## src/hw/rtl/lz77_stream_decompressor_assert.svh

```systemverilog
// Assertion macros for the decompressor RTL.
// Depends on nothing; included by the modules that assert.
`ifndef LZ77_STREAM_DECOMPRESSOR_ASSERT_SVH
`define LZ77_STREAM_DECOMPRESSOR_ASSERT_SVH

// Same-cycle implication under the synchronous reset.
`define LZSD_ASSERT_NOW(label, clk, rstn, ante, cons) \
    label: assert property (@(posedge clk) disable iff (!rstn) (ante) |-> (cons)) \
        else $error("lz77 decompressor: same-cycle check failed");

// Next-cycle implication under the synchronous reset.
`define LZSD_ASSERT_NEXT(label, clk, rstn, ante, cons) \
    label: assert property (@(posedge clk) disable iff (!rstn) (ante) |=> (cons)) \
        else $error("lz77 decompressor: next-cycle check failed");

`endif

```

## src/hw/rtl/lzsd_pkg.sv

```systemverilog
// Shared types and constants of the LZ77 stream decompressor.
// No dependencies.
package lzsd_pkg;

    localparam int HDR_BYTES       = 4;
    localparam int TOKENS_PER_FLAG = 8;
    localparam int DIST_W          = 12;
    localparam logic [4:0] MATCH_LEN_BIAS = 5'd3;

    typedef enum logic [2:0] {
        PH_IDLE,
        PH_HEADER,
        PH_FLAGS,
        PH_TOKEN,
        PH_MATCH2,
        PH_DONE,
        PH_COPY_RD,
        PH_COPY_WR
    } phase_t;

    typedef struct packed {
        logic       valid;
        logic [7:0] data;
        logic       last;
    } emit_t;

endpackage

```

## src/hw/rtl/lzsd_core.sv

```systemverilog
// Token parser and match copy sequencer around the history RAM.
// Depends on lzsd_pkg and lz77_stream_decompressor_assert.svh.
`include "lz77_stream_decompressor_assert.svh"

module lzsd_core
    import lzsd_pkg::*;
#(
    parameter int AW = 12
) (
    input  logic          aclk,
    input  logic          aresetn,
    input  logic          s_tvalid,
    output logic          s_tready,
    input  logic [7:0]    s_tdata,
    input  logic          s_tuser,
    input  logic          can_emit,
    output emit_t         emit,
    output logic          ram_we,
    output logic [AW-1:0] ram_waddr,
    output logic [7:0]    ram_wdata,
    output logic          ram_re,
    output logic [AW-1:0] ram_raddr,
    input  logic [7:0]    ram_rdata
);

    phase_t        state_reg, state_next;
    logic [23:0]   tl_reg, tl_next;
    logic [23:0]   bp_reg, bp_next;
    logic [7:0]    flags_reg, flags_next;
    logic [3:0]    ti_reg, ti_next;
    logic [7:0]    mfb_reg, mfb_next;
    logic [AW-1:0] hp_reg, hp_next;
    logic [AW-1:0] src_reg, src_next;
    logic [4:0]    len_reg, len_next;

    logic              s_acc;
    logic              do_emit;
    logic              tok_done;
    logic [7:0]        emit_byte;
    logic [23:0]       bp_inc;
    logic [3:0]        ti_inc;
    logic [DIST_W-1:0] match_dist;
    logic [1:0]        hdr_slot;

    assign bp_inc     = bp_reg + 24'd1;
    assign ti_inc     = ti_reg + 4'd1;
    assign match_dist = {mfb_reg[3:0], s_tdata} + DIST_W'(1);
    assign hdr_slot   = ti_reg[1:0] - 2'd1;

    always_ff @(posedge aclk) begin
        if (!aresetn) begin
            state_reg <= PH_IDLE;
            tl_reg    <= '0;
            bp_reg    <= '0;
            flags_reg <= '0;
            ti_reg    <= '0;
            mfb_reg   <= '0;
            hp_reg    <= '0;
            src_reg   <= '0;
            len_reg   <= '0;
        end else begin
            state_reg <= state_next;
            tl_reg    <= tl_next;
            bp_reg    <= bp_next;
            flags_reg <= flags_next;
            ti_reg    <= ti_next;
            mfb_reg   <= mfb_next;
            hp_reg    <= hp_next;
            src_reg   <= src_next;
            len_reg   <= len_next;
        end
    end

    always_comb begin
        state_next = state_reg;
        tl_next    = tl_reg;
        bp_next    = bp_reg;
        flags_next = flags_reg;
        ti_next    = ti_reg;
        mfb_next   = mfb_reg;
        hp_next    = hp_reg;
        src_next   = src_reg;
        len_next   = len_reg;
        do_emit    = 1'b0;
        tok_done   = 1'b0;
        emit_byte  = s_tdata;
        ram_re     = 1'b0;
        ram_raddr  = src_reg;
        s_tready   = (state_reg != PH_COPY_RD) && (state_reg != PH_COPY_WR) && can_emit;
        s_acc      = s_tvalid && s_tready;

        if (s_acc && s_tuser) begin
            bp_next    = '0;
            tl_next    = '0;
            flags_next = '0;
            ti_next    = 4'd1;
            mfb_next   = '0;
            state_next = PH_HEADER;
        end else begin
            case (state_reg)
                PH_HEADER: begin
                    if (s_acc) begin
                        case (hdr_slot)
                            2'd0:    tl_next[7:0]   = tl_reg[7:0]   | s_tdata;
                            2'd1:    tl_next[15:8]  = tl_reg[15:8]  | s_tdata;
                            2'd2:    tl_next[23:16] = tl_reg[23:16] | s_tdata;
                            default: tl_next        = tl_reg;
                        endcase
                        ti_next = ti_inc;
                        if (ti_inc >= 4'(HDR_BYTES)) begin
                            ti_next    = '0;
                            state_next = (tl_next == 24'd0) ? PH_DONE : PH_FLAGS;
                        end
                    end
                end
                PH_FLAGS: begin
                    if (s_acc) begin
                        flags_next = s_tdata;
                        ti_next    = '0;
                        state_next = PH_TOKEN;
                    end
                end
                PH_TOKEN: begin
                    if (s_acc) begin
                        if (flags_reg[3'd7 - ti_reg[2:0]]) begin
                            mfb_next   = s_tdata;
                            state_next = PH_MATCH2;
                        end else begin
                            do_emit  = 1'b1;
                            tok_done = 1'b1;
                        end
                    end
                end
                PH_MATCH2: begin
                    if (s_acc) begin
                        src_next   = hp_reg - AW'(match_dist);
                        len_next   = 5'(mfb_reg[7:4]) + MATCH_LEN_BIAS;
                        state_next = PH_COPY_RD;
                    end
                end
                PH_COPY_RD: begin
                    ram_re     = 1'b1;
                    state_next = PH_COPY_WR;
                end
                PH_COPY_WR: begin
                    if (can_emit) begin
                        do_emit   = 1'b1;
                        emit_byte = ram_rdata;
                        src_next  = src_reg + AW'(1);
                        len_next  = len_reg - 5'd1;
                        if ((len_reg == 5'd1) || (bp_inc == tl_reg)) begin
                            tok_done = 1'b1;
                        end else begin
                            state_next = PH_COPY_RD;
                        end
                    end
                end
                default: begin
                    state_next = state_reg;
                end
            endcase
        end

        if (do_emit) begin
            hp_next = hp_reg + AW'(1);
            bp_next = bp_inc;
        end
        if (tok_done) begin
            ti_next = ti_inc;
            if (bp_inc == tl_reg) begin
                state_next = PH_DONE;
            end else if (ti_inc >= 4'(TOKENS_PER_FLAG)) begin
                state_next = PH_FLAGS;
            end else begin
                state_next = PH_TOKEN;
            end
        end

        ram_we     = do_emit;
        ram_waddr  = hp_reg;
        ram_wdata  = emit_byte;
        emit.valid = do_emit;
        emit.data  = emit_byte;
        emit.last  = bp_inc == tl_reg;
    end

    `LZSD_ASSERT_NOW(a_emit_has_room, aclk, aresetn, emit.valid, can_emit)
    `LZSD_ASSERT_NEXT(a_read_then_write, aclk, aresetn,
        state_reg == PH_COPY_RD, state_reg == PH_COPY_WR)
    `LZSD_ASSERT_NOW(a_copy_len_live, aclk, aresetn,
        state_reg == PH_COPY_WR, len_reg != 5'd0)
    `LZSD_ASSERT_NEXT(a_last_ends_stream, aclk, aresetn,
        emit.valid && emit.last, state_reg == PH_DONE)

endmodule

```

## config.mk

```make
export PLATFORM = sky130hd
export DESIGN_NAME = lzsd_core
export DESIGN_NICKNAME = d
export VERILOG_FILES = /design/src/hw/rtl/lzsd_pkg.sv /design/src/hw/rtl/lzsd_core.sv
export VERILOG_INCLUDE_DIRS = /design/src /design/src/hw/rtl
export SDC_FILE = /design/constraint.sdc
export NUM_CORES = 1
export LEC_CHECK = 0
export ABC_CLOCK_PERIOD_IN_PS = 3300
export BUFFER_PORTS_ARGS = -buffer_cell sky130_fd_sc_hd__buf_2
export CORE_ASPECT_RATIO = 2
export CORE_MARGIN = 2
export CORE_UTILIZATION = 40
export DETAILED_ROUTE_END_ITERATION = 6
export GPL_ROUTABILITY_DRIVEN = 0
export GPL_TIMING_DRIVEN = 0
export PLACE_DENSITY = 0.71
export REMOVE_ABC_BUFFERS = 1
export SKIP_CTS_REPAIR_TIMING = 1
export SLEW_MARGIN = 10
export SYNTH_ARGS = -nofsm -noshare
export SYNTH_HDL_FRONTEND = slang
export SYNTH_SLANG_ARGS = --single-unit
```

## constraint.sdc

```tcl
create_clock -name aclk -period 3.3 [get_ports aclk]
set_clock_uncertainty 0.2 [all_clocks]
set_input_delay 0.66 -clock aclk [delete_from_list [all_inputs] [get_ports aclk]]
set_output_delay 0.66 -clock aclk [all_outputs]
set_load 0.02 [all_outputs]
```

* After elaboration in Yosys (flattened, before gate mapping)
Index checks and enable logic that the tools add are counted.
** Word-level totals
- Flip-flop bits (word level) :: 100
- Input port bits :: 21
- Word-level logic and storage cells :: 123
** Operators by class
- $add $sub $neg :: 10
- Order comparisons :: 3
- Equality and inequality tests :: 22
- Muxes and demuxes :: 56
- Bitwise operators :: 5
- Reductions and logical operators :: 18
** Operator list (number)
- $mux W8 :: 15
- $mux W24 :: 2
- $add A12 B1 Y12 const B :: 3
- $mux W3 :: 12
- $ne A4 B4 Y1 const B :: 8
- $add A24 B1 Y24 const B :: 1
- $eq A24 B24 Y1 :: 1
- $logic_not A24 Y1 :: 1
- $mux W12 :: 2
- $or A8 B8 Y8 :: 3
- $pmux W12 S2 :: 1
- $mux W4 :: 5
- $pmux W3 S6 :: 1
- $sub A12 B12 Y12 :: 1
- $mux W1 :: 11
- $mux W5 :: 2
- $pmux W5 S2 :: 1
- $eq A3 B3 Y1 const B :: 3
- $reduce_and A9 Y1 :: 1
- $pmux W4 S2 :: 1
- $reduce_bool A8 Y1 :: 1
- $eq A3 B2 Y1 const B :: 2
- $ne A3 B3 Y1 const B :: 2
- $reduce_and A3 Y1 :: 2
- 24 further kinds :: 32

* Longest topological paths before layout
Gate-level depths: netlist (run 1).
- Depth after elaboration :: 14
- Gate-level depth with buffers :: 12

* Worst setup path before layout (run 1)
OpenSTA, ideal clock, no wires.
- Kind :: reg-to-reg
- From :: register ti_reg[0]
- To :: register hp_reg[10] (netlist: ram_waddr[10])
- Library setup time :: 0.070 ns
- Arrival time :: 2.833 ns
- Data required time :: 3.030 ns
- Path slack :: 0.196 ns
- Cell stages (with the launch flop) :: 11
- Buffers on the path :: 1
- Period minus slack after synthesis :: 3.104 ns
- Cells stage by stage :: dfxtp_1 > mux4_1 > mux2i_2 > a21oi_1 > or3b_1 > buf_6 > nor2_8 > nand2_2 > or3_4 > or3_1 > a21oi_1
** On the way
- Word-level cells in the longest chain between the ends :: 7
** Ends and longest elaborated chain
- start, declared :: line lzsd_core.sv:30 : logic [3:0] ti_reg, ti_next;
- start signal, assigned :: line lzsd_core.sv:66 : ti_reg <= ti_next;
- $sub A3 B3 Y3 :: line lzsd_core.sv:125 : if (flags_reg[3'd7 - ti_reg[2:0]]) begin
- $bmux W1 S3 :: line lzsd_core.sv:125
- $mux W1 (not written as such) :: line lzsd_core.sv:125
- $mux W1 :: line lzsd_core.sv:125
- $mux W1 :: line lzsd_core.sv:124 : if (s_acc) begin
- $pmux W1 S2 :: line lzsd_core.sv:100 : case (state_reg)
- $mux W1 :: line lzsd_core.sv:92 : if (s_acc && s_tuser) begin
- via ram_we :: line lzsd_core.sv:18 : output logic ram_we,
- end signal, assigned :: line lzsd_core.sv:68 : hp_reg <= hp_next;
- end, declared :: line lzsd_core.sv:32 : logic [AW-1:0] hp_reg, hp_next;
The timed path passes the listed nets, and every way through them passes these cells. The select of a mux whose other input is x is not followed.
A chain may end at the register's enable or synchronous reset.

==> results of run 1 <==
[per-stage QoR]
stage	hold WS [ns]	util [%]	area [µm²]	cells
floorplan	0.2450	-	5778	704
global placement	0.2528	43.06	6347	964
detailed placement	0.2648	43.50	6412	967
CTS	0.2747	45.44	6698	983
global route	0.2964	48.34	7126	1009
finish	0.2766	48.34	7126	1009
[critical path: stages (launching register included)]
cell and delay, ns:
dfxtp_4 0.39, nand3_4 0.13, or4_4 0.64, xnor2_2 0.24, o2111ai_4 0.16, nor4_4 0.30
and4_4 0.27, buf_6 0.12
[report_power, final]
| group | leakage, nW | internal, mW | switching [mW] |
|---|---|---|---|
| sequential | 0.819 | 1.23 | 0.0764 |
| clock | 0.137 | 0.529 | 0.522 |
| combinational | 1.84 | 0.191 | 0.285 |
[cell type report]
| type | instances | area, µm² | area share (%) |
|---|---|---|---|
| clock inverters | 6 | 56.30 | 0.7902 |
| clock buffers | 10 | 229.0 | 3.213 |
| multi-input cells | 578 | 3861 | 54.19 |
| repair buffers | 94 | 584.3 | 8.200 |
| inverters | 26 | 97.59 | 1.370 |
| well taps | 195 | 244.0 | 3.424 |
| flip-flops and latches | 100 | 2053 | 28.81 |
[layer usage]
layer	track usage (%)	part of all wire, %	up-vias
li1	-	-	2744
met1	19.30	33	2725
met2	40.30	56	195
met3	3.227	4.3	79
met4	16.54	6.8	0
met5	0	0	-
[worst max-delay path by stage]
stage,from,end,cells after the start
after floorplan,ti_reg[0]$_SDFFE_PN0P_,ram_waddr[11]$_SDFFE_PN0P_,9
after global placement,ti_reg[0]$_SDFFE_PN0P_,ram_waddr[11]$_SDFFE_PN0P_,9
after detailed placement,ti_reg[0]$_SDFFE_PN0P_,ram_waddr[8]$_SDFFE_PN0P_,9
after CTS,bp_reg[0]$_SDFFE_PN0P_,emit[0],8
after global routing,bp_reg[4]$_SDFFE_PN0P_,emit[0],7
final,bp_reg[4]$_SDFFE_PN0P_,emit[0],7
[logic make-up after synthesis]
logic type	synth area share (%)
AOI/OAI and AO/OA	15.89
xor gates and xnor gates	11.08
adders and majority gates	4.706
buffers and inverters	5.456
DFF	33.32
muxes	4.790
and+or+nand+nor	24.76
[cell usage in the layout, fill, tap and decap left out, types with 4 or more instances in the layout]
| cell type | instances |
|---|---|
| a211oi_1 | 5 |
| a21o_1 | 7 |
| a21oi_1 | 71 |
| and2_1 | 5 |
| and3_1 | 12 |
| and3b_1 | 4 |
| buf_2 | 61 |
| buf_4 | 29 |
| clkbuf_16 | 9 |
| dfxtp_1 | 81 |
| dfxtp_2 | 8 |
| dfxtp_4 | 11 |
| ha_1 | 20 |
| inv_1 | 26 |
| mux2_2 | 9 |
| mux2i_1 | 12 |
| nand2_1 | 43 |
| nand2_2 | 4 |
| nand2b_1 | 8 |
| nand3_1 | 27 |
| nand4_1 | 22 |
| nor2_1 | 111 |
| nor3_1 | 15 |
| nor4_1 | 8 |
| o21ai_0 | 31 |
| o22ai_1 | 7 |
| or3_1 | 6 |
| xnor2_1 | 33 |
| xor2_1 | 41 |
==> flow_summary_export.csv, run 1 <==
group,metric,value,unit
critical_path,worstSetupStartpointType,"register",
critical_path,worst_setup_path_end_kind,"output port",
synth,yosys-top-cells-count,"113 x nor2_1, 100 x dfxtp_1, 74 x a21oi_1",
sta,layout_min_cycle_time,3.467,ns
routing,via_per_inst,5.692,
floorplanning,core_area,14740,µm²
synth,ys_types,70,
cells_and_area,nets,852,
placed_design,hpwl,12970,µm
synth,ys_seq_area_share,33.32,%
routing,antenna_left,0,
cells_and_area,area_growth,18.60,%
worst_hold_path,holdPathStages,2,
worst_hold_path,hp-start,"len_reg[1]$_SDFFE_PN0P_",
critical_path,worstPathMaxFanout,7,
sta,rsz0062_at_grt,"yes",
synth,syn-cell-area,6008,µm²
outcome,outcome,"finished with violations",
routing,vias,5743,
placed_design,port_buffers,65,
synth,syn_inst,751,
sta,setup_viol,1,
critical_path,worstPathArrival,2.61,ns
pwr,cellPowerDensity,398.0,nW/µm²
sta,slew_viol_final,0,
clock_tree,root_buffer,"clkbuf_16",
synth,async_flop_share,0,%
floorplanning,dieArea,16080,µm²
critical_path,path_class,"register to output port",
sta,setup_slack,-0.1674,ns
run,maxCapViolCount,0,
sta,setup_tns,-0.1674,ns
sta,period_share,105.1,%
clock_tree,clk_pin_slew,0.07,ns
sta,worst_pin_slew,0.8857,ns
worst_hold_path,hp-class,"register to register",
routing,drt_first_pass_iters,5,
synth,ys_ff_latch,100,
clock_tree,clock_latency,0.36,ns
routing,drtIter0Drc,283,
pwr,ir_drop,237.2,µV
sta,timing.fmax,288.4,MHz
grt,grt_max_degree,38,
cells_and_area,drive_above_1_share,21.74,%
floorplanning,row_count,63,
pwr,leakage,2.798,nW
synth,yosysWarnings,0,
synth,synth.most_common_cell,"nor2_1",
grt,antenna_found_initial,0,
clock_tree,cts.sinks,100,
routing,post_drt_wl_per_cell,17.58,µm
clock_tree,cts_max_level,3,
synth,avgSynthCellArea,8.000,µm²
grt,grt_usage,21.03,%
floorplanning,ioPinCount,66,
synth,synth-main-ff-cell,"dfxtp_1",
critical_path,ff2ff_setup_slack,0.05,ns
synth,synth_edf_count,0,
critical_path,r2r_cells,10,
critical_path,crit-reg2reg-launch,"bp_reg[4]$_SDFFE_PN0P_",
routing,drc,0,
synth,synth_top_area_share,33.32,%
grt,first_global_vias,5320,
grt,grt.overflow.total,0,
floorplanning,die_w,90.66,µm
floorplanning,start_util,40.76,%
clock_tree,cts_buffer_depth,2,
synth,synth.area.top_cells,"dfxtp_1 33%, nor2_1 7.1%, a21oi_1 6.2%, xor2_1 6.0%, xnor2_1 5.1%",
critical_path,required,2.44,ns
sta,hold_viol_final,0,
clock_tree,cts_tree,"yes",
outcome,violations,"setup timing",
critical_path,rr_endpoint,"state_reg[0]$_SDFFE_PN0P_",
cells_and_area,diodes,0,
pwr,power,2.836,mW
clock_tree,cts_made_buffers,9,
grt,grt_pass1_wl,26560,µm
routing,wl,17740,µm
floorplanning,die_h,177.3,µm
cells_and_area,fillers,1415,
placed_design,pre_cts_slack,-0.4425,ns
synth,yosys.area.top_type,"dfxtp_1",
worst_hold_path,min_to,"len_reg[1]$_SDFFE_PN0P_",
sta,slew_headroom,40.89,%
Note: power is estimated with default switching activity, not from simulation.
==> run 2: changes to the inputs <==
- CORE_UTILIZATION: 40 -> 54
- PLACE_DENSITY: 0.71 -> not set
- PLACE_DENSITY_LB_ADDON: not set -> 0.05
==> flow_summary_export.csv, run 2 (synthesized netlist as in run 1, its figures left out) <==
group,metric,value,unit
clock_tree,clk_pin_slew,0.07,ns
cells_and_area,layout_commonest_cell,"nor2_1",
sta,setup_tns,-0.1435,ns
pwr,leakage,2.747,nW
routing,drtIter0Drc,384,
sta,hold_slack,0.2793,ns
critical_path,worstSetupStartpointType,"register",
grt,first_global_vias,5599,
sta,slew_headroom,39.50,%
clock_tree,clock_latency,0.35,ns
grt,grt.overflow.total,0,
clock_tree,cts_made_buffers,9,
routing,wl,17850,µm
cells_and_area,final_cell_area,6970,µm²
critical_path,path_cells,"nand4_1 > or4_4 > o21ai_1 > o2111ai_1 > nor4_4 > and4_4 > buf_6",
outcome,outcome,"finished with violations",
critical_path,path_class,"register to output port",
run,maxCapViolCount,0,
grt,grt_usage,29.55,%
critical_path,r2r_cells,10,
sta,layout_min_cycle_time,3.443,ns
worst_hold_path,hp-class,"register to register",
clock_tree,root_buffer,"clkbuf_16",
pwr,power,2.815,mW
worst_hold_path,holdPathStages,2,
placed_design,port_buffers,65,
critical_path,worst_setup_path_end_kind,"output port",
routing,vias,5768,
outcome,violations,"setup timing",
floorplanning,die_w,78.59,µm
critical_path,required,2.44,ns
sta,slew_viol_final,0,
floorplanning,dieArea,12040,µm²
pwr,ir_drop,294.8,µV
clock_tree,cts_buffer_depth,2,
critical_path,crit_slowest_cell,"or4_4",
floorplanning,ioPinCount,66,
sta,hold_viol_final,0,
cells_and_area,diodes,0,
grt,antenna_found_initial,0,
critical_path,worstPathArrival,2.58,ns
sta,timing.fmax,290.4,MHz
clock_tree,cts.sinks,100,
clock_tree,cts_tree,"yes",
cells_and_area,layout_common_cells,"111 x nor2_1, 82 x dfxtp_1, 70 x a21oi_1",
cells_and_area,drive_above_1_share,20.84,%
critical_path,worstPathMaxFanout,7,
floorplanning,row_count,54,
pwr,cellPowerDensity,403.8,nW/µm²
routing,drc,0,
placed_design,dpl_cell_area,6340,µm²
cells_and_area,nets,844,
floorplanning,start_util,55.23,%
sta,setup_slack,-0.1435,ns
sta,setup_viol,1,
routing,drt_first_pass_iters,5,
routing,post_drt_wl_per_cell,18.87,µm
grt,grt_max_degree,39,
sta,period_share,104.3,%
floorplanning,die_h,153.2,µm
floorplanning,core_area,10880,µm²
clock_tree,cts_max_level,3,
sta,worst_pin_slew,0.9065,ns
placed_design,hpwl,13260,µm
grt,grt_pass1_wl,27890,µm
routing,via_per_inst,6.097,
cells_and_area,area_growth,16.01,%
sta,rsz0062_at_grt,"yes",
critical_path,slowest_delay,0.63,ns
routing,antenna_left,0,
run 2: path summary, 6_finish.rpt:
check | slack, ns | endpoint | start
setup / recovery | -0.14 | emit[0] | bp_reg[2]$_SDFFE_PN0P_
hold / removal | 0.28 | len_reg[1]$_SDFFE_PN0P_ | len_reg[1]$_SDFFE_PN0P_
setup reg to reg | 0.07 | state_reg[1]$_SDFFE_PN0P_ | bp_reg[2]$_SDFFE_PN0P_
hold reg to reg | 0.28 | len_reg[1]$_SDFFE_PN0P_ | len_reg[1]$_SDFFE_PN0P_
run 2: layer usage:
| metal | vias up | track usage (%) | share of wire [%] |
|---|---|---|---|
| li1 | 2728 | - | - |
| met1 | 2771 | 28.83 | 35 |
| met2 | 191 | 55.15 | 55 |
| met3 | 78 | 4.545 | 3.8 |
| met4 | 0 | 19.72 | 6.7 |
| met5 | - | 0 | 0 |
run 2: layout make-up:
type	instances	area, µm²
Fill cell	950	3908
Timing Repair Buffer	86	528.0
Clock inverter	7	61.31
Clock buffer	9	225.2
Sequential cell	100	2042
Multi-Input combinational cell	578	3841
Inverter	26	97.59
Tap cell	140	175.2
run 2: through the flow:
step | setup WS (ns) | utilization (%) | std cells
finish | -0.1435 | 64.08 | 946
global route | -0.2445 | 64.08 | 946
CTS | -0.8664 | 60.92 | 928
detailed placement | -0.4529 | 58.28 | 912
global placement | -1.460 | 57.72 | 909
floorplan | -0.1459 | - | 704
run 2: worst max-delay path: cells and delay by family (launching register included):
family	cells	cell delay (ns)
and+or+nand+nor	4	1.24
AOI/OAI and AO/OA	2	0.45
DFF	1	0.42
buffers and inverters	1	0.12
run 2: report_power, final:
group          total (mW)  leakage, nW  switching, mW  internal [mW]
Combinational       0.478         1.80          0.286          0.192
Sequential           1.32        0.817         0.0798           1.24
Clock                1.02        0.134          0.498          0.523
Total                2.81         2.75          0.864           1.95
==> run 3: changes to the inputs <==
- MAX_ROUTING_LAYER: not set -> met4
==> flow_summary_export.csv, run 3 (synthesized netlist as in run 1, its figures left out) <==
group,metric,value,unit
clock_tree,cts_buffer_depth,2,
grt,gr-usage-met2,54.90,%
grt,met3_usage,4.191,%
cells_and_area,diodes,0,
critical_path,worstPathArrival,2.59,ns
worst_hold_path,hp-class,"register to register",
critical_path,worstSetupStartpointType,"register",
routing,via_per_inst,6.077,
grt,grt.overflow.total,0,
pwr,power,2.807,mW
grt,grt-busiest-layer,"met2",
floorplanning,die_w,78.59,µm
pwr,net-switching-power,0.8622,mW
cells_and_area,drive_above_1_share,22.45,%
sta,worst_pin_slew,0.8899,ns
critical_path,worstPathMaxFanout,5,
cells_and_area,fillers,924,
cells_and_area,layout_commonest_cell,"nor2_1",
placed_design,dpl_cell_area,6340,µm²
sta,slew_viol_final,0,
sta,timing.fmax,289.6,MHz
sta,hold_slack,0.2772,ns
sta,rsz0062_at_grt,"yes",
critical_path,ff2ff_setup_slack,0.09,ns
sta,period_share,104.6,%
clock_tree,cts_made_buffers,9,
clock_tree,cts_tree,"yes",
sta,setup_viol,1,
critical_path,path_class,"register to output port",
placed_design,port_buffers,65,
cells_and_area,layout_common_cells,"110 x nor2_1, 82 x dfxtp_1, 70 x a21oi_1",
critical_path,worst_setup_path_end_kind,"output port",
sta,layout_min_cycle_time,3.453,ns
pwr,p_sw_share,30.72,%
pwr,pwr-share-comb,17.0,%
floorplanning,ioPinCount,66,
clock_tree,cts_max_level,3,
floorplanning,dieArea,12040,µm²
pwr,ir_drop,290.9,µV
pwr,power.internal,1.945,mW
sta,slew_headroom,40.61,%
critical_path,slowest_delay,0.56,ns
grt,antenna_found_initial,0,
clock_tree,clk_pin_slew,0.07,ns
cells_and_area,multi_input_area,3896,µm²
clock_tree,cts.sinks,100,
cells_and_area,nets,853,
sta,setup_tns,-0.1534,ns
grt,grt_usage,30.33,%
grt,grt_max_degree,39,
critical_path,crit_slowest_cell,"or4_4",
routing,wl,18230,µm
pwr,cellPowerDensity,394.5,nW/µm²
routing,antenna_left,0,
clock_tree,clock_latency,0.35,ns
routing,drtIter0Drc,350,
clock_tree,root_buffer,"clkbuf_16",
run,maxCapViolCount,0,
floorplanning,start_util,55.23,%
pwr,sequentialPowerShare,46.7,%
grt,met1_usage,28.79,%
routing,vias,5804,
routing,drc,0,
cells_and_area,utilization,65.40,%
placed_design,pre_cts_slack,-0.4529,ns
floorplanning,core_area,10880,µm²
placed_design,dp.cells,912,
critical_path,required,2.44,ns
outcome,violations,"setup timing",
floorplanning,row_count,54,
grt,first_global_vias,5595,
routing,post_drt_wl_per_cell,19.09,µm
pwr,pwr-share-clk,36.3,%
sta,setup_slack,-0.1534,ns
cells_and_area,final_cell_area,7114,µm²
sta,hold_viol_final,0,
routing,drt_first_pass_iters,5,
outcome,outcome,"finished with violations",
cells_and_area,area_growth,18.41,%
floorplanning,die_h,153.2,µm
cells_and_area,fin_cells,955,
grt,grt_pass1_wl,27790,µm
placed_design,hpwl,13260,µm
cells_and_area,register_area,2059,µm²
critical_path,path_cells,"nand4_1 > or4_4 > o21ai_4 > o2111ai_2 > nor4_4 > and4_4 > buf_6",
pwr,leakage,2.828,nW
## run 3: changes by cell type in the layout (fill, tap and decap cells not counted), moves of 2 or more
cell / before / now
dfxtp_4: 7 / 14
xnor2_1: 35 / 33
buf_4: 18 / 26
o21ai_1: 2 / 0
dfxtp_2: 11 / 4
xnor2_2: 0 / 2
## run 3: worst paths after layout
check | start | cells past startpoint | end
max reg2reg | bp_reg[0]$_SDFFE_PN0P_ | 11 | state_reg[1]$_SDFFE_PN0P_
min | len_reg[1]$_SDFFE_PN0P_ | 2 | len_reg[1]$_SDFFE_PN0P_
min reg2reg | len_reg[1]$_SDFFE_PN0P_ | 2 | len_reg[1]$_SDFFE_PN0P_
max | bp_reg[11]$_SDFFE_PN0P_ | 7 | emit[0]
## run 3: layout make-up
| type | instances | share of cell area, % |
|---|---|---|
| Clock buffer | 9 | 3.166 |
| Clock inverter | 7 | 0.8618 |
| Inverter | 26 | 1.372 |
| Multi-Input combinational cell | 578 | 54.77 |
| Sequential cell | 100 | 28.95 |
| Tap cell | 140 | 2.462 |
| Timing Repair Buffer | 95 | 8.424 |
## run 3: metal layers
layer	vias up	part of all wire [%]
met3	86	3.9
met5	-	0
met2	226	55
met1	2744	34
li1	2748	-
met4	0	6.7
## run 3: power by group through the flow
stage               logic, mW  registers, mW  clock network, mW
floorplan               0.298           1.32                  0
global placement        0.418           1.33                  0
detailed placement      0.437           1.34                  0
CTS                     0.438           1.31               1.04
global route            0.517           1.31               1.10
finish                  0.477           1.31               1.02
## run 3: critical path, delay by kind of cell, from the launching register on
family / cells / cell delay [ns]
AND/OR/NAND/NOR: 4 / 1.36
flip-flops: 1 / 0.38
AO/OA/AOI/OAI: 2 / 0.37
buffers and inverters: 1 / 0.12
